## src/hdl/cdc_pkg.sv

```systemverilog
// shared types, field widths and codes for the connection direction classifier
package cdc_pkg;

  localparam int ID_W       = 64;
  localparam int BYTES_W    = 32;
  localparam int SUM_W      = 40;
  localparam int TIME_W     = 32;
  localparam int CNT_W      = 32;
  localparam int THR_W      = 24;
  localparam int SKEW_W     = 8;
  localparam int IVL_W      = 16;
  localparam int SCALED_W   = SUM_W + SKEW_W;
  localparam int DIV_STEP_W = $clog2(TIME_W);
  localparam int CFG_ADDR_W = 4;
  localparam int CFG_DATA_W = 32;

  localparam logic REQ_NOTE  = 1'b0;
  localparam logic REQ_CLEAR = 1'b1;

  localparam logic [1:0] REG_ENABLE    = 2'd0;
  localparam logic [1:0] REG_THRESHOLD = 2'd1;
  localparam logic [1:0] REG_SKEW      = 2'd2;
  localparam logic [1:0] REG_INTERVAL  = 2'd3;

  localparam logic [THR_W-1:0]  THR_RESET  = 24'd20480;
  localparam logic [SKEW_W-1:0] SKEW_RESET = 8'd10;
  localparam logic [IVL_W-1:0]  IVL_RESET  = 16'd10;

  localparam logic [1:0] CLS_BELOW   = 2'd0;
  localparam logic [1:0] CLS_READ    = 2'd1;
  localparam logic [1:0] CLS_WRITTEN = 2'd2;
  localparam logic [1:0] CLS_BOTH    = 2'd3;

  typedef struct packed {
    logic               req_type;
    logic [ID_W-1:0]    conn_id;
    logic [BYTES_W-1:0] bytes_read;
    logic [BYTES_W-1:0] bytes_written;
    logic [TIME_W-1:0]  time_seconds;
  } in_item_t;

  typedef struct packed {
    logic [CNT_W-1:0] below_count;
    logic [CNT_W-1:0] mostly_read_count;
    logic [CNT_W-1:0] mostly_written_count;
    logic [CNT_W-1:0] both_count;
    logic             interval_closed;
    logic             table_full;
  } out_item_t;

  typedef struct packed {
    logic             valid;
    logic [ID_W-1:0]  id;
    logic [SUM_W-1:0] rsum;
    logic [SUM_W-1:0] wsum;
  } entry_t;

  typedef struct packed {
    logic               classify;
    logic               match;
    logic               place;
    logic [ID_W-1:0]    key;
    logic [BYTES_W-1:0] rd;
    logic [BYTES_W-1:0] wr;
  } proc_ctrl_t;

  typedef struct packed {
    logic       cls_valid;
    logic [1:0] cls;
    logic       hit;
    logic       placed;
  } proc_stat_t;

endpackage

```

## src/hdl/cdc_proc.sv

```systemverilog
// head of the cell ring: classifies, updates or claims the entry passing by
module cdc_proc (
  input  cdc_pkg::entry_t              head_i,
  input  cdc_pkg::proc_ctrl_t          ctrl_i,
  input  logic [cdc_pkg::THR_W-1:0]    thr_i,
  input  logic [cdc_pkg::SKEW_W-1:0]   skew_i,
  output cdc_pkg::entry_t              entry_o,
  output cdc_pkg::proc_stat_t          stat_o
);

  logic [cdc_pkg::SUM_W:0]      total;
  logic [cdc_pkg::SCALED_W-1:0] r_scaled;
  logic [cdc_pkg::SCALED_W-1:0] w_scaled;
  logic [cdc_pkg::SUM_W:0]      r_add;
  logic [cdc_pkg::SUM_W:0]      w_add;
  logic [1:0]                   cls;
  cdc_pkg::entry_t              after_cls;
  logic                         hit;
  logic                         placed;

  always_comb begin
    total    = {1'b0, head_i.rsum} + {1'b0, head_i.wsum};
    r_scaled = cdc_pkg::SCALED_W'(head_i.rsum) * cdc_pkg::SCALED_W'(skew_i);
    w_scaled = cdc_pkg::SCALED_W'(head_i.wsum) * cdc_pkg::SCALED_W'(skew_i);
    if (total < (cdc_pkg::SUM_W + 1)'(thr_i)) begin
      cls = cdc_pkg::CLS_BELOW;
    end else if (cdc_pkg::SCALED_W'(head_i.rsum) >= w_scaled) begin
      cls = cdc_pkg::CLS_READ;
    end else if (cdc_pkg::SCALED_W'(head_i.wsum) >= r_scaled) begin
      cls = cdc_pkg::CLS_WRITTEN;
    end else begin
      cls = cdc_pkg::CLS_BOTH;
    end

    // closing an interval empties the entry before any lookup sees it
    after_cls = head_i;
    if (ctrl_i.classify) begin
      after_cls.valid = 1'b0;
    end

    hit    = ctrl_i.match && after_cls.valid && (after_cls.id == ctrl_i.key);
    placed = ctrl_i.place && !after_cls.valid;

    r_add = {1'b0, after_cls.rsum} + (cdc_pkg::SUM_W + 1)'(ctrl_i.rd);
    w_add = {1'b0, after_cls.wsum} + (cdc_pkg::SUM_W + 1)'(ctrl_i.wr);

    entry_o = after_cls;
    if (hit) begin
      entry_o.rsum = r_add[cdc_pkg::SUM_W] ? '1 : r_add[cdc_pkg::SUM_W-1:0];
      entry_o.wsum = w_add[cdc_pkg::SUM_W] ? '1 : w_add[cdc_pkg::SUM_W-1:0];
    end else if (placed) begin
      entry_o.valid = 1'b1;
      entry_o.id    = ctrl_i.key;
      entry_o.rsum  = cdc_pkg::SUM_W'(ctrl_i.rd);
      entry_o.wsum  = cdc_pkg::SUM_W'(ctrl_i.wr);
    end

    stat_o.cls_valid = ctrl_i.classify && head_i.valid;
    stat_o.cls       = cls;
    stat_o.hit       = hit;
    stat_o.placed    = placed;
  end

endmodule

```

## config.mk

```make
export PLATFORM = sky130hd
export DESIGN_NAME = cdc_proc
export DESIGN_NICKNAME = d
export VERILOG_FILES = /design/src/hdl/cdc_pkg.sv /design/src/hdl/cdc_proc.sv
export SDC_FILE = /design/constraint.sdc
export NUM_CORES = 2
export LEC_CHECK = 0
export BUFFER_PORTS_ARGS = -buffer_cell sky130_fd_sc_hd__buf_2
export CORE_ASPECT_RATIO = 0.7
export CORE_MARGIN = 2
export CORE_UTILIZATION = 62
export DETAILED_ROUTE_END_ITERATION = 16
export PLACE_DENSITY = 0.92
export REMOVE_ABC_BUFFERS = 1
export SYNTH_ARGS = -nofsm -noshare
export SYNTH_HDL_FRONTEND = slang
export SYNTH_SLANG_ARGS = --single-unit
export TNS_END_PERCENT = 10
```

## constraint.sdc

```tcl
create_clock -name vclk -period 10.5
set_input_delay 1.05 -clock vclk [all_inputs]
set_output_delay 1.05 -clock vclk [all_outputs]
set_load 0.005 [all_outputs]
```

==> results by group <==
Outcome
  • Status: finished clean

Setup path
  • Worst Path Max Fanout: 27
  • CP max stage delay: roughly 590 ps
  • CP Class: in -> out
  • CP endpoint kind: primary output
  • CP max-delay cell: buf_2
  • CP most frequent cell: fa_1
  • Crit path launch type: primary input
  • Critical Path RT: 9450 ps
  • Arrival time worst endpoint: approximately 9000 ps

Run
  • Max-Cap Viols: 0

Yosys
  • Syn. warnings: 0
  • Post-Synth XOR/XNOR Area: 0.0590
  • Yosys cell types: 70
  • Sequential fraction of the synthesis area: 0
  • Mux contribution to synthesized area: 0.0186
  • Simple-Gate Fraction of Synth Area: 0.234
  • Mapped Area: a little over 30000 um2
  • Compound-Gate Fraction of Synth Area: 0.168
  • Mean post-synth cell area: 7.78 um2
  • Adder-cell share of the synthesized area: 0.438
  • Largest family of logic cells by synthesized area: adder cells
  • Post-Syn Instances: between 3000 and 4000

Drt
  • Drt total wl: a little over 100000 um
  • Pre-antenna DRT Iters: 6
  • Post-route ant nets: 0
  • Via count: approximately 31000
  • Wire length per cell: 20.8 um
  • Remaining routing DRC violations: 0
  • Initial detailed-routing violation count: approximately 3300
  • Via-to-Cell Ratio: about 6.2

Die
  • # rows: between 60 and 70
  • Die area: around 51000 um2
  • Core ar.: between 40000 and 50000 um2
  • Die extent in x: around 270 um
  • Die Y: around 190 um
  • I/O pin cnt: ~460
  • Initial Utilization: 0.625

Finish
  • Multi-input logic area: 28200 um2
  • Most common cell after layout, fill and taps aside: inv_1
  • Sequential Area: 0 um2
  • Clkbuf count: 0
  • Final layout net count: between 5000 and 6000
  • Sequential cell count: 0
  • Share of layout cells above drive strength 1: 0.121
  • Most frequent cells in the layout: inv_1 (516), and2_1 (500), nand2_1 (477)
  • Fillcell total: approximately 4000
  • Layout Area Growth over Synthesis: 9.38%
  • Design Area, Final: between 30000 and 40000 um2

Power
  • Static Leak: around 17 nW
  • Total chip power: 7.12 mW
  • Power Density: ~210 nW/um2
  • VDD IR max: roughly 0.17 mV

STA
  • Fmax: 99.5 MHz
  • Final worst-path cycle share: 0.958
  • Max transition margin: 0.200
  • Final number of setup-violating endpoints: 0
  • RSZ-0062 raised after global routing: false
  • TNS Setup: 0 ps
  • Worst-margin pin slew: between 1000 and 1500 ps
  • Slew Viols, Final: 0
  • Final Hold Viols: 0
  • Crit path time final: slightly above 10000 ps

Min path
  • Min-delay worst type: in -> out

Place
  • DP Area: 33600 um2
  • GP Congestion: about 0.99
  • Detailed placement HPWL: around 84000 um
  • I/O Buffers: roughly 460

GRT
  • Initial antenna violation count: 18
  • Vias in the first global route: ~31000
  • Congestion Overflow GR: 0
  • Largest net degree at the start of global routing: 73
  • Total global-route track usage: 0.395
  • Global-route wire length before repair: approximately 160000 um

Clock network
  • Hold Buf Count CTS: 0
[through the flow]
stage               utilization  instances  setup WS, ps  hold WS [ps]
floorplan                     -       3800          1900          2160
global placement          0.683       4955           817          2370
detailed placement        0.683       4955           454          2380
CTS                       0.683       4955           433          2380
global route              0.684       4970           100          2390
finish                    0.684       4971           445          2380
[area by class of cell]
type / instances / share of cell area
Antenna cell: 16 / 0.00119
Inverter: 518 / 0.0580
Multi-Input combinational cell: 3282 / 0.840
Tap cell: 665 / 0.0247
Timing Repair Buffer: 490 / 0.0763
[what timing repair did]
item	CTS	global route
hold endpoints to repair	0	0
endpoints found under the setup margin	0	1
resized for setup	0	4
setup buffers	0	0
[path summary, 6_finish.rpt]
path | from | end | slack [ps] | depth (start not counted)
worst max-delay path | skew_i[7] | stat_o[2] | 440 | 27
worst min-delay path | ctrl_i[96] | entry_o[112] | 2380 | 4
[cells in the mapped netlist (all sizes together) (15+ instances only)]
cell | count | area share
a211oi | 39 | 0.0095
a21o | 102 | 0.025
a21oi | 265 | 0.043
a31oi | 28 | 0.0057
and2 | 500 | 0.10
and3 | 29 | 0.0059
clkbuf | 149 | 0.018
fa | 459 | 0.30
ha | 343 | 0.14
inv | 518 | 0.063
mux2i | 57 | 0.019
nand2 | 478 | 0.058
nand2b | 27 | 0.0055
nand3 | 54 | 0.0090
nand4 | 40 | 0.0081
nor2 | 130 | 0.016
nor2b | 25 | 0.0051
nor3 | 57 | 0.0093
nor4 | 15 | 0.0031
o211ai | 25 | 0.0061
o21a | 26 | 0.0063
o21ai | 153 | 0.025
o21bai | 35 | 0.0085
xnor2 | 142 | 0.040
xor2 | 65 | 0.019
[routing by layer]
layer	track usage	routed length [um]	part of all wire	vias to the layer above
met5	0	23	0.00022	-
met4	0.200	5800	0.056	4
met3	0.0875	12800	0.12	335
met2	0.618	44800	0.43	1988
met1	0.520	40000	0.39	14455
li1	-	-	-	13820
[where the power goes]
part,leakage (nW),total (mW),internal (mW),switching (mW)
clock network,0.000101,0.000000210,0.000000210,0
registers,0,0,0,0
logic,17.1,7.12,2.98,4.15
total,17.1,7.12,2.98,4.15
[cells by family after synthesis]
family	count (synthesis)
muxes	57
xor gates and xnor gates	207
and+or+nand+nor	1403
buffers and inverters	671
adders and majority gates	802
AOI/OAI and AO/OA	813
[critical path: cells and delay by family]
kind | cells | cell delay [ps]
and+or+nand+nor | 7 | 2410
buffers and inverters | 2 | 720
adders and majority gates | 6 | 2540
AOI/OAI and AO/OA | 11 | 2080
xor gates and xnor gates | 1 | 160
Power figures use the tool's default switching activity.
