===== src/hdl/cdc_pkg.sv =====
// shared types, field widths and codes for the connection direction classifier
package cdc_pkg;

  localparam int ID_W       = 64;
  localparam int BYTES_W    = 32;
  localparam int SUM_W      = 40;
  localparam int TIME_W     = 32;
  localparam int CNT_W      = 32;
  localparam int THR_W      = 24;
  localparam int SKEW_W     = 8;
  localparam int IVL_W      = 16;
  localparam int SCALED_W   = SUM_W + SKEW_W;
  localparam int DIV_STEP_W = $clog2(TIME_W);
  localparam int CFG_ADDR_W = 4;
  localparam int CFG_DATA_W = 32;

  localparam logic REQ_NOTE  = 1'b0;
  localparam logic REQ_CLEAR = 1'b1;

  localparam logic [1:0] REG_ENABLE    = 2'd0;
  localparam logic [1:0] REG_THRESHOLD = 2'd1;
  localparam logic [1:0] REG_SKEW      = 2'd2;
  localparam logic [1:0] REG_INTERVAL  = 2'd3;

  localparam logic [THR_W-1:0]  THR_RESET  = 24'd20480;
  localparam logic [SKEW_W-1:0] SKEW_RESET = 8'd10;
  localparam logic [IVL_W-1:0]  IVL_RESET  = 16'd10;

  localparam logic [1:0] CLS_BELOW   = 2'd0;
  localparam logic [1:0] CLS_READ    = 2'd1;
  localparam logic [1:0] CLS_WRITTEN = 2'd2;
  localparam logic [1:0] CLS_BOTH    = 2'd3;

  typedef struct packed {
    logic               req_type;
    logic [ID_W-1:0]    conn_id;
    logic [BYTES_W-1:0] bytes_read;
    logic [BYTES_W-1:0] bytes_written;
    logic [TIME_W-1:0]  time_seconds;
  } in_item_t;

  typedef struct packed {
    logic [CNT_W-1:0] below_count;
    logic [CNT_W-1:0] mostly_read_count;
    logic [CNT_W-1:0] mostly_written_count;
    logic [CNT_W-1:0] both_count;
    logic             interval_closed;
    logic             table_full;
  } out_item_t;

  typedef struct packed {
    logic             valid;
    logic [ID_W-1:0]  id;
    logic [SUM_W-1:0] rsum;
    logic [SUM_W-1:0] wsum;
  } entry_t;

  typedef struct packed {
    logic               classify;
    logic               match;
    logic               place;
    logic [ID_W-1:0]    key;
    logic [BYTES_W-1:0] rd;
    logic [BYTES_W-1:0] wr;
  } proc_ctrl_t;

  typedef struct packed {
    logic       cls_valid;
    logic [1:0] cls;
    logic       hit;
    logic       placed;
  } proc_stat_t;

endpackage


===== src/hdl/cdc_div.sv =====
// remainder of the time past the boundary over the interval, one quotient bit per cycle
module cdc_div (
  input  logic                         clk,
  input  logic                         load_i,
  input  logic [cdc_pkg::TIME_W-1:0]   dividend_i,
  input  logic [cdc_pkg::IVL_W-1:0]    divisor_i,
  output logic [cdc_pkg::IVL_W-1:0]    rem_nxt_o,
  output logic                         last_o
);

  logic [cdc_pkg::TIME_W-1:0]     dvd_r;
  logic [cdc_pkg::TIME_W-1:0]     dvd_nxt;
  logic [cdc_pkg::IVL_W-1:0]      rem_r;
  logic [cdc_pkg::IVL_W-1:0]      rem_nxt;
  logic [cdc_pkg::DIV_STEP_W-1:0] step_r;
  logic [cdc_pkg::DIV_STEP_W-1:0] step_nxt;
  logic [cdc_pkg::IVL_W:0]        rem_sh;

  always_comb begin
    rem_sh = {rem_r, dvd_r[cdc_pkg::TIME_W-1]};
    if (rem_sh >= {1'b0, divisor_i}) begin
      rem_nxt = cdc_pkg::IVL_W'(rem_sh - {1'b0, divisor_i});
    end else begin
      rem_nxt = rem_sh[cdc_pkg::IVL_W-1:0];
    end
    dvd_nxt  = {dvd_r[cdc_pkg::TIME_W-2:0], 1'b0};
    step_nxt = step_r + 1'b1;
    if (load_i) begin
      dvd_nxt  = dividend_i;
      rem_nxt  = '0;
      step_nxt = '0;
    end
  end

  always_ff @(posedge clk) begin
    dvd_r  <= dvd_nxt;
    rem_r  <= rem_nxt;
    step_r <= step_nxt;
  end

  assign rem_nxt_o = rem_nxt;
  assign last_o    = (step_r == cdc_pkg::DIV_STEP_W'(cdc_pkg::TIME_W - 1));

endmodule


===== config.mk =====
export PLATFORM = sky130hd
export DESIGN_NAME = cdc_div
export DESIGN_NICKNAME = d
export VERILOG_FILES = /design/src/hdl/cdc_pkg.sv /design/src/hdl/cdc_div.sv
export SDC_FILE = /design/constraint.sdc
export NUM_CORES = 1
export LEC_CHECK = 0
export BUFFER_PORTS_ARGS = -buffer_cell sky130_fd_sc_hd__clkbuf_2
export CAP_MARGIN = 20
export CORE_ASPECT_RATIO = 1.2
export CORE_MARGIN = 3
export CORE_UTILIZATION = 36
export CTS_CLUSTER_SIZE = 25
export DETAILED_ROUTE_END_ITERATION = 8
export REMOVE_ABC_BUFFERS = 1
export SYNTH_ARGS = -nofsm -noshare
export SYNTH_HDL_FRONTEND = slang
export SYNTH_SLANG_ARGS = --single-unit

===== constraint.sdc =====
create_clock -name clk -period 4 [get_ports clk]
set_input_delay 0.2 -clock clk [delete_from_list [all_inputs] [get_ports clk]]
set_output_delay 0.2 -clock clk [all_outputs]
set_load 0.05 [all_outputs]

==> flow_metrics.env, run 1 <==
export IMPL_clock_sinks=53
export IMPL_synth_seq_area_share_pct=40.7
export IMPL_post_cts_resized=0
export IMPL_cpLargestDelayFamily="compound AO/OA/AOI/OAI gates"
export IMPL_tritoncts="done"
export IMPL_drc_violation_total_after_the_first_tritonroute_iteration=36
export IMPL_detailedRoute_firstPassIterationCount=4
export IMPL_crit_required_ns=3.80
export IMPL_clock_latency_ns=0.30
export IMPL_synth_top_cells_by_area="sky130_fd_sc_hd__dfxtp_1 41%, sky130_fd_sc_hd__mux2_2 13%, sky130_fd_sc_hd__ha_1 8.6%, sky130_fd_sc_hd__a21oi_1 3.8%, sky130_fd_sc_hd__nand2_1 3.3%"
export IMPL_post_synth_inst_count=264
export IMPL_postRouteAntennaNets=0
export IMPL_dp_cells=408
export IMPL_crit_cells=9
export IMPL_maxClockFrequency_mhz=296
export IMPL_hold_path_startpoint="dividend_i[0]"
export IMPL_clk_root_buffer_cell="sky130_fd_sc_hd__clkbuf_8"
export IMPL_finalSetupViolations=0
export IMPL_finClkSkew_ns=0.0124
export IMPL_path_cells="ha_1 -> nand3_1 -> nor2_1 -> and4_1 -> a211o_1 -> a41o_1 -> o41ai_1 -> a21oi_1 -> clkbuf_2"
export IMPL_transition_time_at_the_pin_with_the_least_slew_margin_ns=0.770
export IMPL_grt_usage_pct=12.5
export IMPL_grt_first_pass_wirelength_um=8570
export IMPL_yosys_warnings=0
export IMPL_pin_count=67
export IMPL_dpl_instance_area_sq_um=2990
export IMPL_timing_slew_headroom_pct=48.7
export IMPL_power_leakage_nw=1.48
export IMPL_fin_total_pwr_w=0.00228
export IMPL_timing_reg2reg_worst_path_depth=10
export IMPL_worst_case_register_to_register_setup_slack_ns=1.30
export IMPL_detailed_place_hpwl_um=3890
export IMPL_cts_made_buffers=5
export IMPL_start_kind="flop"
export IMPL_routed_wl_um=5070
export IMPL_cts_htree_levels=2
export IMPL_die_height_um=99.2
export IMPL_post_drt_via_cell_ratio=4.90
export IMPL_setup_worst_path_end="rem_nxt_o[10]"
export IMPL_setup_tns_final_ns=0
export IMPL_maxCapViolations=0
export IMPL_clk_pin_slew_ns=0.10
export IMPL_synth_xor_area_share_pct=4.04
export IMPL_portion_of_netlist_area_occupied_by_mux_cells_pct=14.2
export IMPL_grt_max_degree=33
export IMPL_initial_utilization_pct=37.5
export IMPL_postCtsSetupBuffers=0
export IMPL_post_route_cell_area_sq_um=3090
export IMPL_hold_buffers=0
export IMPL_grt_remaining_overflow=0
export IMPL_cpMaxStageDelayCell="sky130_fd_sc_hd__a41o_1"
export IMPL_via_count=2038
export IMPL_postSynthAreaPerCell_sq_um=9.86
export IMPL_netlist_area_leader_share_pct=40.7
export IMPL_grt_setup_unrepaired="no"
export IMPL_min_period_ns=3.38
export IMPL_synth_ff_latch_count=53
export IMPL_num_antenna_cells=0
export IMPL_worst_ep_arrival_time_ns=3.18
export IMPL_dominant_combinational_cell_family_by_area_after_synthesis="multiplexers"
export IMPL_max_stage_delay_ns=0.69
export IMPL_report_final_slew_viol_count=0
export IMPL_yosysUniqueCellTypes=42
export IMPL_post_synth_instance_area_sq_um=2600
export IMPL_timing_final_hold_violations=0
export IMPL_compound_gate_portion_of_the_synthesized_area_pct=14.1
export IMPL_chipWidth_um=83.6
export IMPL_synthAdderAreaFrac_pct=9.42
export IMPL_core_area_sq_um=6940
export IMPL_critical_path_reg2reg_startpoint="dvd_r[31]"
export IMPL_critical_path_peak_fanout=20
export IMPL_gp_congestion=0.833
export IMPL_crit_path_start="rem_r[9]"
export IMPL_finish_cell_count_without_fillers=416
export IMPL_timing_critical_path_to_type="output port"
export IMPL_final_min_period_over_clock_period_pct=84.4
export IMPL_io_buffers=66
export IMPL_clock_tree_buffer_depth=2
export IMPL_yosys_area_share_simple_pct=12.7
export IMPL_layout_area_overhead_vs_synth_pct=18.8
export IMPL_timing_setup_critical_path_class="flop to output port"
export IMPL_grt_antenna_before_repair=0
export IMPL_final_util_pct=44.6
export IMPL_status="complete, no violations"
export IMPL_irDropWorstVdd_v=0.000338
export IMPL_power_dens_cells_nw_per_um2=737
export IMPL_timing_rr_end="rem_r[10]"
export IMPL_fin_nets=397
export IMPL_detail_route_wl_per_cell_um=12.2
export IMPL_design_die_area_sq_um=8290
export IMPL_holdCritPathClass="input pin to flop"
export IMPL_layout_drive_gt1_share_pct=35.9
export IMPL_post_route_drc_count=0
export IMPL_std_cell_rows=33
export IMPL_synth_top_area_cell="sky130_fd_sc_hd__dfxtp_1"
export IMPL_grt_pass1_vias=2019
export IMPL_crit_buf_inv=1
==> worst register-to-register path, stage by stage (launching register included) <==
cell and delay (ns):
sky130_fd_sc_hd__dfxtp_1 0.34, sky130_fd_sc_hd__inv_1 0.04, sky130_fd_sc_hd__ha_1 0.22, sky130_fd_sc_hd__fa_1 0.42
sky130_fd_sc_hd__nor2b_1 0.16, sky130_fd_sc_hd__o31a_1 0.18, sky130_fd_sc_hd__o21ai_0 0.12, sky130_fd_sc_hd__o21ai_0 0.36
sky130_fd_sc_hd__mux2i_1 0.13, sky130_fd_sc_hd__o41ai_1 0.41, sky130_fd_sc_hd__a21oi_1 0.15
==> how the worst min path moves through the flow <==
stage                endpoint  slack, ns  cells past startpoint
floorplan           step_r[0]       0.27                      1
global placement     dvd_r[0]       0.41                      2
detailed placement   dvd_r[0]       0.42                      2
CTS                  dvd_r[0]       0.09                      2
global route         dvd_r[0]       0.09                      2
finish               dvd_r[0]       0.11                      2
==> state kept, by name, indices dropped and copies added (netlist names) <==
register / flops
dvd_r: 32
rem_r: 16
step_r: 5
==> through the flow <==
step                      setup slack, ns  hold WS (ns)
after floorplan                     0.884         0.267
after global placement              0.912         0.413
after detailed placement            0.894         0.416
after CTS                           0.578        0.0881
after global routing                0.345        0.0943
final                               0.624         0.109
==> placed cells by master, fill, tap and decap left out, drive strengths merged, types with 2 or more instances in the layout <==
master	Yosys	final
or2	3	3
nand3b	2	2
a41oi	2	2
mux2	31	31
xor2	3	3
a211o	2	2
dfxtp	53	53
xnor2	9	9
o21a	3	3
ha	18	18
a211oi	5	5
a21oi	20	20
o31a	3	3
and3	3	3
a21o	4	4
nor3	3	3
mux2i	2	2
clkbuf	4	72
nor2	17	17
nand3	3	3
o21ai	7	7
inv	18	19
and4	2	2
nor2b	6	6
nand2b	3	3
nand2	23	23
==> area by class of cell <==
class	count	area, sq um
Sequential cell	53	1060
Inverter	18	67.6
Tap cell	87	109
Multi-Input combinational cell	183	1420
Timing Repair Buffer	67	338
Clock buffer	6	82.6
Clock inverter	2	17.5
Fill cell	722	3840
==> power by group <==
group	total, W	switching (W)	internal, W	leakage, nW
clock	0.000325	0.000180	0.000144	0.0518
sequential	0.000687	0.0000484	0.000639	0.443
combinational	0.00127	0.000826	0.000442	0.987
==> logic make-up after synthesis <==
group                    after synthesis
AO/OA/AOI/OAI                         52
adder cells (fa/ha/maj)               19
multiplexers                          33
flip-flops                            53
buffers and inverters                 28
AND/OR/NAND/NOR                       67
XOR/XNOR                              12
==> cells in the mapped netlist (all sizes together) <==
master and count:
buf 6, a211oi 5, o41ai 1, o31ai 1
nand3b 2, o2bb2ai 1, nand3 3, clkbuf 4
a211o 2, o21ai 7, nor2 17, and2 1
nand2b 3, or2 3, and4 2, o21a 3
o31a 3, nor4b 1, ha 18, nor3 3
a41o 1, xnor2 9, xor2 3, nand2 23
dfxtp 53, nor2b 6, and3 3, mux2i 2
a21o 4, inv 18, a21oi 20, o22ai 1
mux2 31, o21bai 1, fa 1, a41oi 2
==> layer usage <==
metal	wire length, um	GRT usage, %	vias to the layer above
li1	-	-	1043
met1	2120	13.8	935
met2	2410	20.8	52
met3	466	5.63	8
met4	85	5.45	0
met5	0	0	-
(Power assumes the default switching activity.)
==> inputs of run 2 (changes only) <==
clock period = 2.8 ns   (was 4 ns; I/O delays follow)
==> flow_metrics.env, run 2 (synthesis results as in run 1) <==
export IMPL_fin_total_pwr_w=0.00435
export IMPL_max_stage_delay_ns=0.36
export IMPL_final_util_pct=53.5
export IMPL_min_period_ns=2.84
export IMPL_die_height_um=99.2
export IMPL_maxCapViolations=0
export IMPL_power_dens_cells_nw_per_um2=1170
export IMPL_num_antenna_cells=0
export IMPL_switching_power_w=0.00183
export IMPL_grt_first_pass_wirelength_um=8830
export IMPL_maxClockFrequency_mhz=352
export IMPL_report_final_slew_viol_count=0
export IMPL_core_area_sq_um=6940
export IMPL_detailed_place_hpwl_um=3920
export IMPL_design_die_area_sq_um=8290
export IMPL_final_min_period_over_clock_period_pct=101
export IMPL_clockPowerShare_pct=11.5
export IMPL_cts_htree_levels=2
export IMPL_timing_final_hold_violations=0
export IMPL_power_leakage_nw=1.66
export IMPL_chipWidth_um=83.6
export IMPL_grt_remaining_overflow=0
export IMPL_grt_pass1_vias=2086
export IMPL_min_to="dvd_r[0]"
export IMPL_holdCritPathClass="input pin to flop"
export IMPL_drt_met1_wl_um=2260
export IMPL_top_layer="met4"
export IMPL_hold_path_startpoint="dividend_i[0]"
export IMPL_finClkSkew_ns=0.00577
export IMPL_clock_tree_buffer_depth=2
export IMPL_met2WireLength_um=2710
export IMPL_tritoncts="done"
export IMPL_crit_required_ns=2.66
export IMPL_drc_violation_total_after_the_first_tritonroute_iteration=74
export IMPL_start_kind="flop"
export IMPL_detailedRoute_firstPassIterationCount=4
export IMPL_io_buffers=66
export IMPL_post_route_drc_count=0
export IMPL_cp_common_cell="sky130_fd_sc_hd__o31a_1"
export IMPL_initial_utilization_pct=37.5
export IMPL_layout_area_overhead_vs_synth_pct=42.5
export IMPL_postRouteAntennaNets=0
export IMPL_timing_reg2reg_worst_path_depth=12
export IMPL_grt_usage_pct=12.9
export IMPL_pin_count=67
export IMPL_power_share_switching_pct=42.1
export IMPL_registers_with_the_highest_flip_flop_counts="dvd_r: 32 flops, rem_r: 16 flops, step_r: 5 flops"
export IMPL_cts_made_buffers=5
export IMPL_finalSetupViolations=7
export IMPL_final_common_cell="sky130_fd_sc_hd__dfxtp_1"
export IMPL_worst_case_register_to_register_setup_slack_ns=0.29
export IMPL_routed_wl_um=5480
export IMPL_std_cell_rows=33
export IMPL_irDropWorstVdd_v=0.000547
export IMPL_timing_slew_headroom_pct=26.8
export IMPL_failed_checks="negative setup slack"
export IMPL_gp_congestion=0.850
export IMPL_worst_setup_margin_ns=-0.0420
export IMPL_detail_route_wl_per_cell_um=12.7
export IMPL_timing_setup_critical_path_class="flop to output port"
export IMPL_share_seq_of_total_power_pct=23.1
export IMPL_grt_antenna_before_repair=0
export IMPL_grt_setup_unrepaired="yes"
export IMPL_timing_rr_end="rem_r[5]"
export IMPL_clk_pin_slew_ns=0.10
export IMPL_clock_latency_ns=0.30
export IMPL_fin_nets=414
export IMPL_p_int_w=0.00252
export IMPL_clock_sinks=53
export IMPL_critical_path_peak_fanout=6
export IMPL_comb_power_share_pct=65.4
export IMPL_hold_buffers=0
export IMPL_clk_root_buffer_cell="sky130_fd_sc_hd__clkbuf_8"
export IMPL_most_common_layout_cells="51 x sky130_fd_sc_hd__dfxtp_1, 50 x sky130_fd_sc_hd__clkbuf_2, 31 x sky130_fd_sc_hd__mux2_2"
export IMPL_timing_critical_path_to_type="output port"
export IMPL_critical_path_reg2reg_startpoint="rem_r[0]"
export IMPL_max_flop_register="dvd_r"
export IMPL_via_count=2093
export IMPL_largest_register_ff_count=32
export IMPL_finish_cell_count_without_fillers=432
export IMPL_worst_ep_arrival_time_ns=2.70
export IMPL_post_drt_via_cell_ratio=4.84
export IMPL_timing_hold_worst_path_depth=2
export IMPL_status="finished, violations left"
export IMPL_dp_cells=416
export IMPL_transition_time_at_the_pin_with_the_least_slew_margin_ns=1.10
export IMPL_placement_setup_worst_slack_ns=0.0781
export IMPL_path_cells="ha_4 -> nor2b_4 -> o31a_1 -> o31a_1 -> a211o_1 -> a41oi_2 -> buf_6 -> buf_4 -> nand2_4 -> a21oi_4 -> buf_12"
export IMPL_wl_met3_um=449
export IMPL_layout_drive_gt1_share_pct=50.1
export IMPL_setup_tns_final_ns=-0.179
export IMPL_grt_max_degree=36
export IMPL_cpMaxStageDelayCell="sky130_fd_sc_hd__dfxtp_2"
-- run 2: critical path: cells and delay by family (launching register included) --
family	cells	cell delay (ns)
AO/OA/AOI/OAI	5	1.21
adder cells (fa/ha/maj)	1	0.20
buffers and inverters	3	0.46
flip-flops	1	0.36
AND/OR/NAND/NOR	2	0.16
-- run 2: worst max-delay path by stage --
| stage | startpoint | endpoint | slack, ns |
|---|---|---|---|
| after detailed placement | dvd_r[31] | rem_nxt_o[10] | 0.08 |
| after CTS | dvd_r[31] | rem_nxt_o[10] | -0.16 |
| after global routing | rem_r[0] | rem_nxt_o[12] | -0.19 |
| after floorplan | dvd_r[31] | rem_r[12] | -0.32 |
| final | rem_r[0] | rem_nxt_o[5] | -0.04 |
| after global placement | dvd_r[31] | rem_nxt_o[10] | 0.11 |
-- run 2: through the flow --
step	hold slack [ns]	area [sq um]
2_1_floorplan	0.207	2550
6_report	0.0457	3710
3_5_place_dp	0.355	3290
5_1_grt	0.0404	3710
3_3_place_gp	0.351	3290
4_1_cts	0.0278	3560
-- run 2: final cells by class --
class | count | area, sq um
flip-flops and latches | 53 | 1060
repair buffers | 84 | 726
fillers | 625 | 3230
well taps | 87 | 109
clock inverters | 2 | 35.0
inverters | 18 | 67.6
clock buffers | 5 | 68.8
multi-input cells | 183 | 1640
-- run 2: metal layers --
metal,vias up,GRT usage (%)
met5,-,0
li1,1074,-
met1,959,14.5
met4,0,4.08
met2,55,22.4
met3,5,5.14
-- run 2: power groups by stage --
stage | clock network [W] | registers, W | logic [W]
global placement | 0 | 0.000995 | 0.00234
floorplan | 0 | 0.000981 | 0.00146
detailed placement | 0 | 0.000997 | 0.00235
finish | 0.000501 | 0.00100 | 0.00285
CTS | 0.000531 | 0.000989 | 0.00262
global route | 0.000547 | 0.00102 | 0.00305
-- run 2: repair_timing --
item | 4_1_cts | 5_1_grt
setup buffers | 3 | 4
gates resized for setup | 27 | 33
pin swaps | 8 | 9
setup endpoints to repair | 16 | 16
endpoints found under the hold margin | 0 | 0
cloned | 2 | 1
