### config.mk
export PLATFORM = sky130hd
export DESIGN_NAME = cdc_cell
export DESIGN_NICKNAME = d
export VERILOG_FILES = /design/src/hdl/cdc_pkg.sv /design/src/hdl/cdc_cell.sv
export SDC_FILE = /design/constraint.sdc
export NUM_CORES = 1
export LEC_CHECK = 0
export BUFFER_PORTS_ARGS = -buffer_cell sky130_fd_sc_hd__buf_4
export CORE_AREA = 2 2 112 114
export DETAILED_ROUTE_END_ITERATION = 7
export DIE_AREA = 0 0 114 116
export PLACE_DENSITY = 0.72
export SYNTH_ARGS = -nofsm -noshare
export SYNTH_HDL_FRONTEND = slang
export SYNTH_SLANG_ARGS = --single-unit
### constraint.sdc
create_clock -name clk -period 1.7 [get_ports clk]
set_input_delay 0.34 -clock clk [delete_from_list [all_inputs] [get_ports clk]]
set_output_delay 0.34 -clock clk [all_outputs]
set_load 0.05 [all_outputs]
### src/hdl/cdc_pkg.sv
// shared types, field widths and codes for the connection direction classifier
package cdc_pkg;

  localparam int ID_W       = 64;
  localparam int BYTES_W    = 32;
  localparam int SUM_W      = 40;
  localparam int TIME_W     = 32;
  localparam int CNT_W      = 32;
  localparam int THR_W      = 24;
  localparam int SKEW_W     = 8;
  localparam int IVL_W      = 16;
  localparam int SCALED_W   = SUM_W + SKEW_W;
  localparam int DIV_STEP_W = $clog2(TIME_W);
  localparam int CFG_ADDR_W = 4;
  localparam int CFG_DATA_W = 32;

  localparam logic REQ_NOTE  = 1'b0;
  localparam logic REQ_CLEAR = 1'b1;

  localparam logic [1:0] REG_ENABLE    = 2'd0;
  localparam logic [1:0] REG_THRESHOLD = 2'd1;
  localparam logic [1:0] REG_SKEW      = 2'd2;
  localparam logic [1:0] REG_INTERVAL  = 2'd3;

  localparam logic [THR_W-1:0]  THR_RESET  = 24'd20480;
  localparam logic [SKEW_W-1:0] SKEW_RESET = 8'd10;
  localparam logic [IVL_W-1:0]  IVL_RESET  = 16'd10;

  localparam logic [1:0] CLS_BELOW   = 2'd0;
  localparam logic [1:0] CLS_READ    = 2'd1;
  localparam logic [1:0] CLS_WRITTEN = 2'd2;
  localparam logic [1:0] CLS_BOTH    = 2'd3;

  typedef struct packed {
    logic               req_type;
    logic [ID_W-1:0]    conn_id;
    logic [BYTES_W-1:0] bytes_read;
    logic [BYTES_W-1:0] bytes_written;
    logic [TIME_W-1:0]  time_seconds;
  } in_item_t;

  typedef struct packed {
    logic [CNT_W-1:0] below_count;
    logic [CNT_W-1:0] mostly_read_count;
    logic [CNT_W-1:0] mostly_written_count;
    logic [CNT_W-1:0] both_count;
    logic             interval_closed;
    logic             table_full;
  } out_item_t;

  typedef struct packed {
    logic             valid;
    logic [ID_W-1:0]  id;
    logic [SUM_W-1:0] rsum;
    logic [SUM_W-1:0] wsum;
  } entry_t;

  typedef struct packed {
    logic               classify;
    logic               match;
    logic               place;
    logic [ID_W-1:0]    key;
    logic [BYTES_W-1:0] rd;
    logic [BYTES_W-1:0] wr;
  } proc_ctrl_t;

  typedef struct packed {
    logic       cls_valid;
    logic [1:0] cls;
    logic       hit;
    logic       placed;
  } proc_stat_t;

endpackage

### src/hdl/cdc_cell.sv
// one table cell: holds a connection entry and hands it to its neighbor on each shift
module cdc_cell (
  input  logic            clk,
  input  logic            rst_n,
  input  logic            shift_i,
  input  logic            clear_i,
  input  cdc_pkg::entry_t entry_i,
  output cdc_pkg::entry_t entry_o
);

  logic                      valid_r;
  logic [cdc_pkg::ID_W-1:0]  id_r;
  logic [cdc_pkg::SUM_W-1:0] rsum_r;
  logic [cdc_pkg::SUM_W-1:0] wsum_r;

  always_ff @(posedge clk) begin
    if (!rst_n) begin
      valid_r <= 1'b0;
    end else if (clear_i) begin
      valid_r <= 1'b0;
    end else if (shift_i) begin
      valid_r <= entry_i.valid;
    end
  end

  always_ff @(posedge clk) begin
    if (shift_i) begin
      id_r   <= entry_i.id;
      rsum_r <= entry_i.rsum;
      wsum_r <= entry_i.wsum;
    end
  end

  assign entry_o.valid = valid_r;
  assign entry_o.id    = id_r;
  assign entry_o.rsum  = rsum_r;
  assign entry_o.wsum  = wsum_r;

endmodule

==> key figures, run 1 <==
Synthesis
  – Syn Inst Count: about 150
  – Post-synth cell types: 5
  – Adder-cell area share of the yosys netlist: 0
  – Area share of xor/xnor cells in the synthesized design: 0
  – Mapped cell area: 4370 sq um
  – Top cell type's share of synthesized area: 0.989
  – Multiplexer share of the synthesized area: 0.00229
  – Largest family of logic cells by synthesized area: simple AND/OR/NAND/NOR gates
  – Compound-Gate Fraction of Synth Area: 0
  – Sequential-to-total area share from yosys stat: 0.993
  – Mapped Avg Cell Area: ~30 sq um
  – Simple-Gate Fraction of Synth Area: 0.00286
  – #FFs+latches synth: 145
  – Synth area leaders: edfxtp_1, dfxtp_1, nor3b_2, mux2i_1, buf_4
  – Synth Warn #: 0
  – Synth Net Count: about 300
  – Cell taking the most area after synthesis: edfxtp_1

Place
  – I/O Buffers: between 200 and 300
  – Placed cells: approximately 590
  – Final Wtd Congestion: around 0.73
  – Area post-placement: ~7000 sq um
  – Place WS: between 400 and 500 ps
  – Hpwl dp: between 8000 and 9000 microns

Layout
  – Commonest non-fill, non-tap cell in the layout: buf_4
  – ANT cells: 0
  – Final core occ: 0.621
  – Final instance area: about 7400 sq um
  – Share of cells above drive strength 1: 0.687
  – Nets@finish: approximately 620
  – Most frequent cells in the layout: buf_4, edfxtp_1, clkbuf_16
  – Area grow syn2layout: 69.1%
  – Post-route non-filler standard cell count: about 630

STA
  – Max-slew violations: 0
  – Final period utilization: 0.821
  – Fin crit period: ~1400 ps
  – Max frequency: slightly above 700 MHz
  – Slew headroom: 0.759
  – Clk_skew: 0 ps
  – RSZ-0062 raised after global routing: false
  – Final Hold Vio Count: 0
  – Setup Viol. Count Final: 0
  – Final setup TNS: 0 ps
  – WHS: between 80 and 90 ps
  – Worst Tran Pin Value: around 360 ps
  – Final Worst Setup Slack: ~300 ps

Setup path
  – Buffers and inverters on the worst path: 1
  – CP arrival: roughly 1100 ps
  – Crit end category: output pin
  – Crit-path cells: buf_4
  – Critical path fanouts, max: 1
  – Max stage delay on crit path: between 400 and 500 ps
  – R2R Setup Slk: between 1000 and 1500 ps
  – CP max stage cell: edfxtp_1
  – WS Path Type: reg -> out
  – CP top delay family: flip-flops
  – Critical Path RT: roughly 1400 ps
  – Startpoint Class: flop

Pwr
  – PwrDens: around 1300 nW/um^2
  – Total Power: approximately 9.6 mW
  – Lkg Pwr: about 3.2 nW
  – Worst VDD drop: around 0.7 mV

Routing
  – Final WL: between 10,000 and 15,000 microns
  – WL/cell: ~17 microns
  – DRT Pass-1 Iters: 6
  – Routed Antenna Nets: 0
  – Metal3 WL: about 1400 microns
  – Met2 wire length: ~5600 microns
  – Top layer reached by signal wires: met4
  – Iteration-0 DRC Markers: 141
  – DRC viols: 0
  – M1 WL: 3330 microns
  – Via Count: approximately 2,700
  – Vias per cell: 4.34

Job
  – MaxCap Viol Count: 0

Die
  – Boundary pin count: between 200 and 300
  – Core ar.: between 10,000 and 15,000 sq um
  – Initial Util: 0.367
  – Die Width: 114 microns
  – Die Y: about 120 microns
  – Die area: 13,200 sq um
  – # rows: 40

Clock tree
  – Hold buffers post-CTS: 0
  – Cts bufs inserted: 17
  – Clock Root Buffer: clkbuf_16
  – Maximum buffer depth of the clock tree: 2
  – # clock sinks: around 150
  – Post-cts resize count: 0
  – Post-CTS Setup Inserts: 0
  – TritonCTS clock tree: done
  – Skew-Pair Late Insertion Delay: 410 ps
  – CTS H-tree depth: 4
  – CTS clk-pin slew, worst paths: roughly 60 ps

GRT
  – Vias in the first global route: 2,786
  – Initial antenna violation count: 0
  – GR Util All Layers: 0.156
  – Total gr overflow: 0
  – First-pass GRT wire length: around 15,000 microns
  – Largest net degree at the start of global routing: 40

Outcome
  – Run status: finished clean

Hold path
  – Hold crit path type: in -> reg
[layout make-up]
type                       instances  area [sq um]
fill                             879          4510
clock inverter                    10           113
multi-input combinational          2          22.5
tap                              147           184
clock buffer                      22           454
sequential                       145          4340
timing repair buffer             300          2280
[sequential cells by signal, indices dropped and copies added (netlist names)]
signal / count
wsum_r: 40
rsum_r: 40
id_r: 64
valid_r: 1
[metal layers]
layer	global-route usage	vias up
li1	-	1243
met1	0.147	1246
met2	0.259	200
met3	0.0889	28
met4	0.107	0
met5	0	-
[kinds of logic after synthesis]
group | Yosys count
buffers and inverters | 1
AND/OR/NAND/NOR | 1
flip-flops | 145
multiplexers | 1
[Yosys cell counts, drive strengths merged]
master and number:
mux2i 1, edfxtp 144, buf 1, nor3b 1, dfxtp 1
[worst paths after layout]
kind | endpoint | startpoint | cells after the start
max | entry_o[111] | id_r[31]$_DFFE_PP_ | 1
min | valid_r$_SDFFE_PP0P_ | clear_i | 2
max reg2reg | valid_r$_SDFFE_PP0P_ | valid_r$_SDFFE_PP0P_ | 2
min reg2reg | valid_r$_SDFFE_PP0P_ | valid_r$_SDFFE_PP0P_ | 2
[where the power goes]
group | switching, mW | internal, mW | total (mW)
sequential | 0.0817 | 4.25 | 4.33
clock | 1.32 | 2.19 | 3.51
combinational | 1.20 | 0.565 | 1.76
total | 2.60 | 7.00 | 9.60
Power figures use the tool's default switching activity.
==> inputs of run 2 (changes only) <==
- CORE_AREA: 2 2 112 114 -> 2 2 115 117
- DIE_AREA: 0 0 114 116 -> 0 0 117 119
- PLACE_DENSITY: 0.72 -> 0.71
- clock period: 1.7 -> 1.15 ns (I/O delays scaled with it)
==> run 2 against run 1 <==
The run now fails in clock tree synthesis. Synthesized cell count unchanged. Area after synthesis is the same.
==> key figures, run 2 <==
Outcome
  – Run status: aborted with a tool error
  – Stop stage: clock tree synthesis
  – Error: [ERROR RSZ-0060] Max buffer count reached.

Place
  – I/O Buffers: between 200 and 300
  – Place WS: between 100 and 150 ps
  – Final Wtd Congestion: around 0.73
  – Placed cells: around 630
  – Hpwl dp: approximately 8300 microns

Die
  – # rows: 42
  – Die Y: around 120 microns
  – Die Width: approximately 120 microns
  – Boundary pin count: 294
  – Initial Util: 0.340

Clock tree
  – Post-CTS Setup Inserts: 0
  – CTS H-tree depth: 4
  – Clock Root Buffer: clkbuf_16
  – Post-cts resize count: about 150
  – Hold buffers post-CTS: around 130
  – Cts bufs inserted: 17
  – Maximum buffer depth of the clock tree: 2
  – # clock sinks: approximately 150

Synthesis
  – Mapped Avg Cell Area: 29.6 sq um
  – Synth area leaders: edfxtp_1, dfxtp_1, nor3b_2, mux2i_1, buf_4
  – Main synth FF type: edfxtp_1
  – Syn Inst Count: roughly 150
  – Synth cell count leaders: edfxtp_1, buf_4, dfxtp_1, mux2i_1, nor3b_2
  – Mapped cell area: between 4000 and 5000 sq um
  – EDFF count, synth: 144
  – Cell with the most instances after synthesis: edfxtp_1
  – #FFs+latches synth: roughly 150
  – Synth Net Count: 297
  – Top cell type's share of synthesized area: 0.989
  – Cell taking the most area after synthesis: edfxtp_1
  – Sequential-to-total area share from yosys stat: 0.993
  – Asr flop ratio synth: 0
  – Synth Warn #: 0
  – Post-synth cell types: 5
-- run 2: cell counts after synthesis --
Identical to the previous run, type by type.
-- run 2: cell families after synthesis --
| kind of cell | after synthesis | share of synthesized area |
|---|---|---|
| multiplexers | 1 | 0.00229 |
| buffers and inverters | 1 | 0.00172 |
| AND/OR/NAND/NOR | 1 | 0.00286 |
| flip-flops | 145 | 0.993 |
-- run 2: per-stage QoR --
| step | cell area [sq um] | hold slack [ps] | utilization |
|---|---|---|---|
| after floorplan | 4370 | 300 | - |
| after global placement | 6890 | 408 | 0.535 |
| after detailed placement | 6890 | 409 | 0.535 |
==> inputs of run 3 (changes only) <==
- CORE_AREA: 2 2 115 117 -> 2 2 114 116
- DIE_AREA: 0 0 117 119 -> 0 0 116 118
- PLACE_DENSITY: 0.71 -> unset
- PLACE_DENSITY_LB_ADDON: unset -> 0.15
- clock period: 1.15 -> 1.5 ns (I/O delays scaled with it)
==> run 3 against run 2 <==
The flow now finishes without violations.
==> key figures, run 3 (synthesis results as in run 1) <==
Clock tree
  – # clock sinks: approximately 150
  – Cts bufs inserted: 17
  – Post-CTS Setup Inserts: 0
  – CTS H-tree depth: 4
  – TritonCTS clock tree: done
  – CTS clk-pin slew, worst paths: ~60 ps
  – Clock Root Buffer: clkbuf_16
  – Hold buffers post-CTS: 0
  – Skew-Pair Late Insertion Delay: between 400 and 500 ps
  – Post-cts resize count: 0
  – Maximum buffer depth of the clock tree: 2

Layout
  – Post-route non-filler standard cell count: between 600 and 700
  – Nets@finish: about 610
  – Share of cells above drive strength 1: 0.684
  – Area grow syn2layout: 69.6%
  – FILL cells: slightly below 1,000
  – Final instance area: around 7400 sq um
  – Final core occ: 0.598
  – Max FFs per register: 64
  – ANT cells: 0
  – Commonest non-fill, non-tap cell in the layout: buf_4
  – Most frequent cells in the layout: buf_4, edfxtp_1, clkbuf_16
  – Biggest regs: id_r: 64 flops, rsum_r: 40 flops, wsum_r: 40 flops
  – Biggest register: id_r

Routing
  – DRC viols: 0
  – Routed Antenna Nets: 0
  – Iteration-0 DRC Markers: 124
  – DRT Pass-1 Iters: 4
  – Vias per cell: slightly above 4
  – Final WL: 10,500 microns
  – Via Count: 2,676
  – WL/cell: between 15 and 20 microns

Die
  – Die Width: about 120 microns
  – # rows: slightly above 40
  – Die area: between 10,000 and 15,000 sq um
  – Boundary pin count: slightly below 300
  – Die Y: about 120 microns
  – Core ar.: 12,400 sq um
  – Initial Util: 0.352

Setup path
  – WS Path Type: reg -> out
  – Worst setup path startpoint: id_r[7]$_DFFE_PP_
  – Crit path capture: entry_o[87]
  – Buffers and inverters on the worst path: 1
  – CP Depth: 1
  – R2R Path Start: valid_r$_SDFFE_PP0P_
  – Crit end category: output pin
  – CP max stage cell: edfxtp_1
  – Critical Path RT: around 1200 ps
  – Startpoint Class: flop
  – Reg2reg path depth: 2
  – Max stage delay on crit path: ~380 ps
  – CP arrival: 1000 ps
  – R2R Setup Slk: between 800 and 900 ps
  – Crit-path cells: buf_4
  – Critical path fanouts, max: 1
  – Worst reg2reg endpoint: valid_r$_SDFFE_PP0P_
  – CP top delay family: flip-flops

Hold path
  – Hold crit path type: in -> reg
  – Hold Startpoint: entry_i[111]

Place
  – Area post-placement: a little under 7000 sq um
  – Placed cells: approximately 620
  – Final Wtd Congestion: around 0.76
  – I/O Buffers: just under 300

GRT
  – Total gr overflow: 0
  – Initial antenna violation count: 0
  – First-pass GRT wire length: around 15,000 microns
  – Largest net degree at the start of global routing: 54
  – GR Util All Layers: 0.154
  – Vias in the first global route: 2,728

Pwr
  – Total Power: roughly 11 mW
  – PwrDens: ~1500 nW/um^2
  – Lkg Pwr: around 3.1 nW
  – Worst VDD drop: about 0.8 mV

Job
  – MaxCap Viol Count: 0

STA
  – Max-slew violations: 0
  – Final period utilization: 0.866
  – Final setup TNS: 0 ps
  – Clk_skew: 0 ps
  – Max frequency: ~770 MHz
  – Slew headroom: 0.815
  – Final Hold Vio Count: 0
  – Worst Tran Pin Value: 277 ps
  – Fin crit period: approximately 1300 ps
  – RSZ-0062 raised after global routing: false
  – Setup Viol. Count Final: 0

Outcome
  – Run status: finished clean
[run 3: layout make-up]
class | count | area, sq um | share of cell area
sequential | 145 | 4340 | 0.585
timing repair buffer | 296 | 2260 | 0.305
clock buffer | 18 | 429 | 0.0578
tap | 172 | 215 | 0.0290
clock inverter | 13 | 145 | 0.0196
multi-input combinational | 2 | 22.5 | 0.00304
[run 3: per-stage QoR]
step	setup WS [ps]	hold slack, ps
after floorplan	599	370
after global placement	369	478
after detailed placement	352	479
after CTS	165	36.2
after global routing	155	41.0
final	202	61.1
[run 3: where the power goes]
| group | total [mW] | leakage (nW) | switching (mW) | internal [mW] |
|---|---|---|---|---|
| Combinational | 2.00 | 1.45 | 1.36 | 0.637 |
| Clock | 4.08 | 0.278 | 1.50 | 2.57 |
| Sequential | 4.90 | 1.42 | 0.0849 | 4.81 |
[run 3: how the worst min path moves through the flow]
stage / endpoint / cells past startpoint / slack (ps)
6_report: id_r[31]$_DFFE_PP_ / 1 / 60
5_1_grt: id_r[29]$_DFFE_PP_ / 1 / 40
4_1_cts: id_r[29]$_DFFE_PP_ / 1 / 40
3_5_place_dp: rsum_r[8]$_DFFE_PP_ / 1 / 480
3_3_place_gp: rsum_r[27]$_DFFE_PP_ / 1 / 480
2_1_floorplan: valid_r$_SDFFE_PP0P_ / 1 / 370
[run 3: per-layer routing]
layer | vias up | part of all wire | GRT usage
met2 | 186 | 0.53 | 0.258
met1 | 1228 | 0.31 | 0.145
met3 | 29 | 0.13 | 0.0762
met5 | - | 0 | 0
met4 | 0 | 0.036 | 0.0997
li1 | 1233 | - | -
==> inputs of run 4 (changes only) <==
- MAX_ROUTING_LAYER: unset -> met4
- SETUP_SLACK_MARGIN: unset -> 0.4
==> run 4 against run 3 <==
Non-clock buffer count is the same. Highest routed layer unchanged. Global-route usage grew 1.4 points. Sequential share of layout area down 4.0 points. Register-to-register slack worse by 20 ps. Via count up 0.45%.
==> key figures, run 4 (synthesis results as in run 1) <==
Outcome
  – Run status: finished clean

Layout
  – Biggest register: id_r
  – Biggest regs: id_r: 64 flops, rsum_r: 40 flops, wsum_r: 40 flops
  – Post-route non-filler standard cell count: between 600 and 700
  – FF/Latch Area: about 4300 sq um
  – Share of cells above drive strength 1: 0.686
  – ANT cells: 0
  – Area grow syn2layout: 82.2%
  – Area occupied by multi-input gates: 22.5 sq um
  – Most frequent cells in the layout: buf_4, buf_6, edfxtp_1
  – Nets@finish: 611
  – Commonest non-fill, non-tap cell in the layout: buf_4
  – Max FFs per register: 64
  – FILL cells: ~900

Pwr
  – PwrDens: approximately 1400 nW/um^2
  – Worst VDD drop: 0.820 mV
  – Total Power: 11.2 mW
  – Pint: roughly 8.2 mW
  – Lkg Pwr: 3.32 nW
  – Clock Power Share: 0.363
  – Seq pwr share: 0.442
  – Combinational fraction of design power: 0.195
  – Switch share: 0.268
  – P_sw: ~3.0 mW

Place
  – Place WS: between 300 and 400 ps
  – Placed cells: approximately 620
  – Final Wtd Congestion: between 0.7 and 0.8
  – I/O Buffers: approximately 290

Routing
  – Via Count: 2,688
  – Final WL: between 10,000 and 15,000 microns
  – DRT Pass-1 Iters: 4
  – WL/cell: between 15 and 20 microns
  – Vias per cell: between 4 and 5
  – Routed Antenna Nets: 0
  – Iteration-0 DRC Markers: between 150 and 200
  – DRC viols: 0

STA
  – Final Worst Setup Slack: 211 ps
  – RSZ-0062 raised after global routing: true
  – Final Hold Vio Count: 0
  – Slew headroom: 0.812
  – Clk_skew: 0 ps
  – Max frequency: approximately 780 MHz
  – Worst Tran Pin Value: about 280 ps
  – Max-slew violations: 0
  – Final setup TNS: 0 ps
  – Setup Viol. Count Final: 0
  – Final period utilization: 0.860
  – Fin crit period: 1290 ps

Setup path
  – R2R Setup Slk: roughly 840 ps
  – CP arrival: around 1000 ps
  – WS Path Type: reg -> out
  – Crit end category: output pin
  – Reg2reg path depth: 2
  – CP top delay family: flip-flops
  – Crit-path cells: buf_6
  – Critical Path RT: about 1200 ps
  – Critical path fanouts, max: 1
  – R2R Path Start: valid_r$_SDFFE_PP0P_
  – CP max stage cell: edfxtp_1
  – Buffers and inverters on the worst path: 1
  – Worst reg2reg endpoint: valid_r$_SDFFE_PP0P_
  – Max stage delay on crit path: approximately 400 ps
  – Startpoint Class: flop

Hold path
  – Hold Startpoint: clear_i
  – Worst Hold Path EP: valid_r$_SDFFE_PP0P_
  – Hold crit path type: in -> reg
  – Hold path depth: 2

Die
  – Die area: roughly 14,000 sq um
  – Die Width: about 120 microns
  – Boundary pin count: about 300
  – Initial Util: 0.352
  – Die Y: 118 microns
  – # rows: between 40 and 50
  – Core ar.: ~12,000 sq um

Clock tree
  – CTS H-tree depth: 4
  – Post-CTS Setup Inserts: 0
  – TritonCTS clock tree: done
  – Maximum buffer depth of the clock tree: 2
  – CTS clk-pin slew, worst paths: about 60 ps
  – Hold buffers post-CTS: 0
  – Skew-Pair Late Insertion Delay: roughly 410 ps
  – Clock Root Buffer: clkbuf_16
  – # clock sinks: ~150
  – Cts bufs inserted: 17

GRT
  – Initial antenna violation count: 0
  – First-pass GRT wire length: 15,800 microns
  – Total gr overflow: 0
  – Vias in the first global route: around 2,900
  – GR Util All Layers: 0.167
  – Largest net degree at the start of global routing: 54

Job
  – MaxCap Viol Count: 0
run 4: cell types whose count changed in the layout (fill, tap and decap cells not counted):
cell	delta
buf_8	+1
buf_4	-145
dfxtp_2	+1
dfxtp_1	-1
buf_6	+144
run 4: timing repair:
| action | 4_1_cts | 5_1_grt |
|---|---|---|
| endpoints found under the setup margin | 145 | 145 |
| hold endpoints to repair | 0 | 0 |
| resized for setup | 146 | 1 |
run 4: final cells by class:
class,count,area share
flip-flops and latches,145,0.545
clock inverters,13,0.0182
repair buffers,296,0.353
well taps,172,0.0270
clock buffers,18,0.0539
multi-input cells,2,0.00283
run 4: worst max path at each step:
stage | start | endpoint | slack, ps | depth (start not counted)
6_report | rsum_r[23]$_DFFE_PP_ | entry_o[63] | 210 | 1
5_1_grt | id_r[7]$_DFFE_PP_ | entry_o[87] | 170 | 1
4_1_cts | id_r[7]$_DFFE_PP_ | entry_o[87] | 180 | 1
3_5_place_dp | shift_i | rsum_r[15]$_DFFE_PP_ | 350 | 2
3_3_place_gp | shift_i | wsum_r[2]$_DFFE_PP_ | 370 | 2
2_1_floorplan | wsum_r[0]$_DFFE_PP_ | entry_o[0] | 600 | 0
run 4: per-stage QoR:
step | hold WS (ps) | area [sq um] | utilization
final | 55.0 | 7970 | 0.642
after floorplan | 370 | 4370 | -
after global routing | 41.0 | 7970 | 0.642
after detailed placement | 479 | 6850 | 0.551
after global placement | 478 | 6850 | 0.551
after CTS | 36.2 | 7970 | 0.642
run 4: power groups by stage:
stage	Combinational [mW]	Sequential [mW]	Clock [mW]
2_1_floorplan	0.00737	6.10	0
3_5_place_dp	2.02	4.98	0
5_1_grt	2.26	5.00	4.34
3_3_place_gp	2.01	4.97	0
6_report	2.19	4.97	4.08
4_1_cts	2.20	4.97	4.18
run 4: metal layers:
| layer | routed length [microns] | global-route usage |
|---|---|---|
| met2 | 5850 | 0.276 |
| met5 | 0 | - |
| met3 | 1210 | 0.0695 |
| met1 | 3500 | 0.159 |
| met4 | 396 | 0.105 |
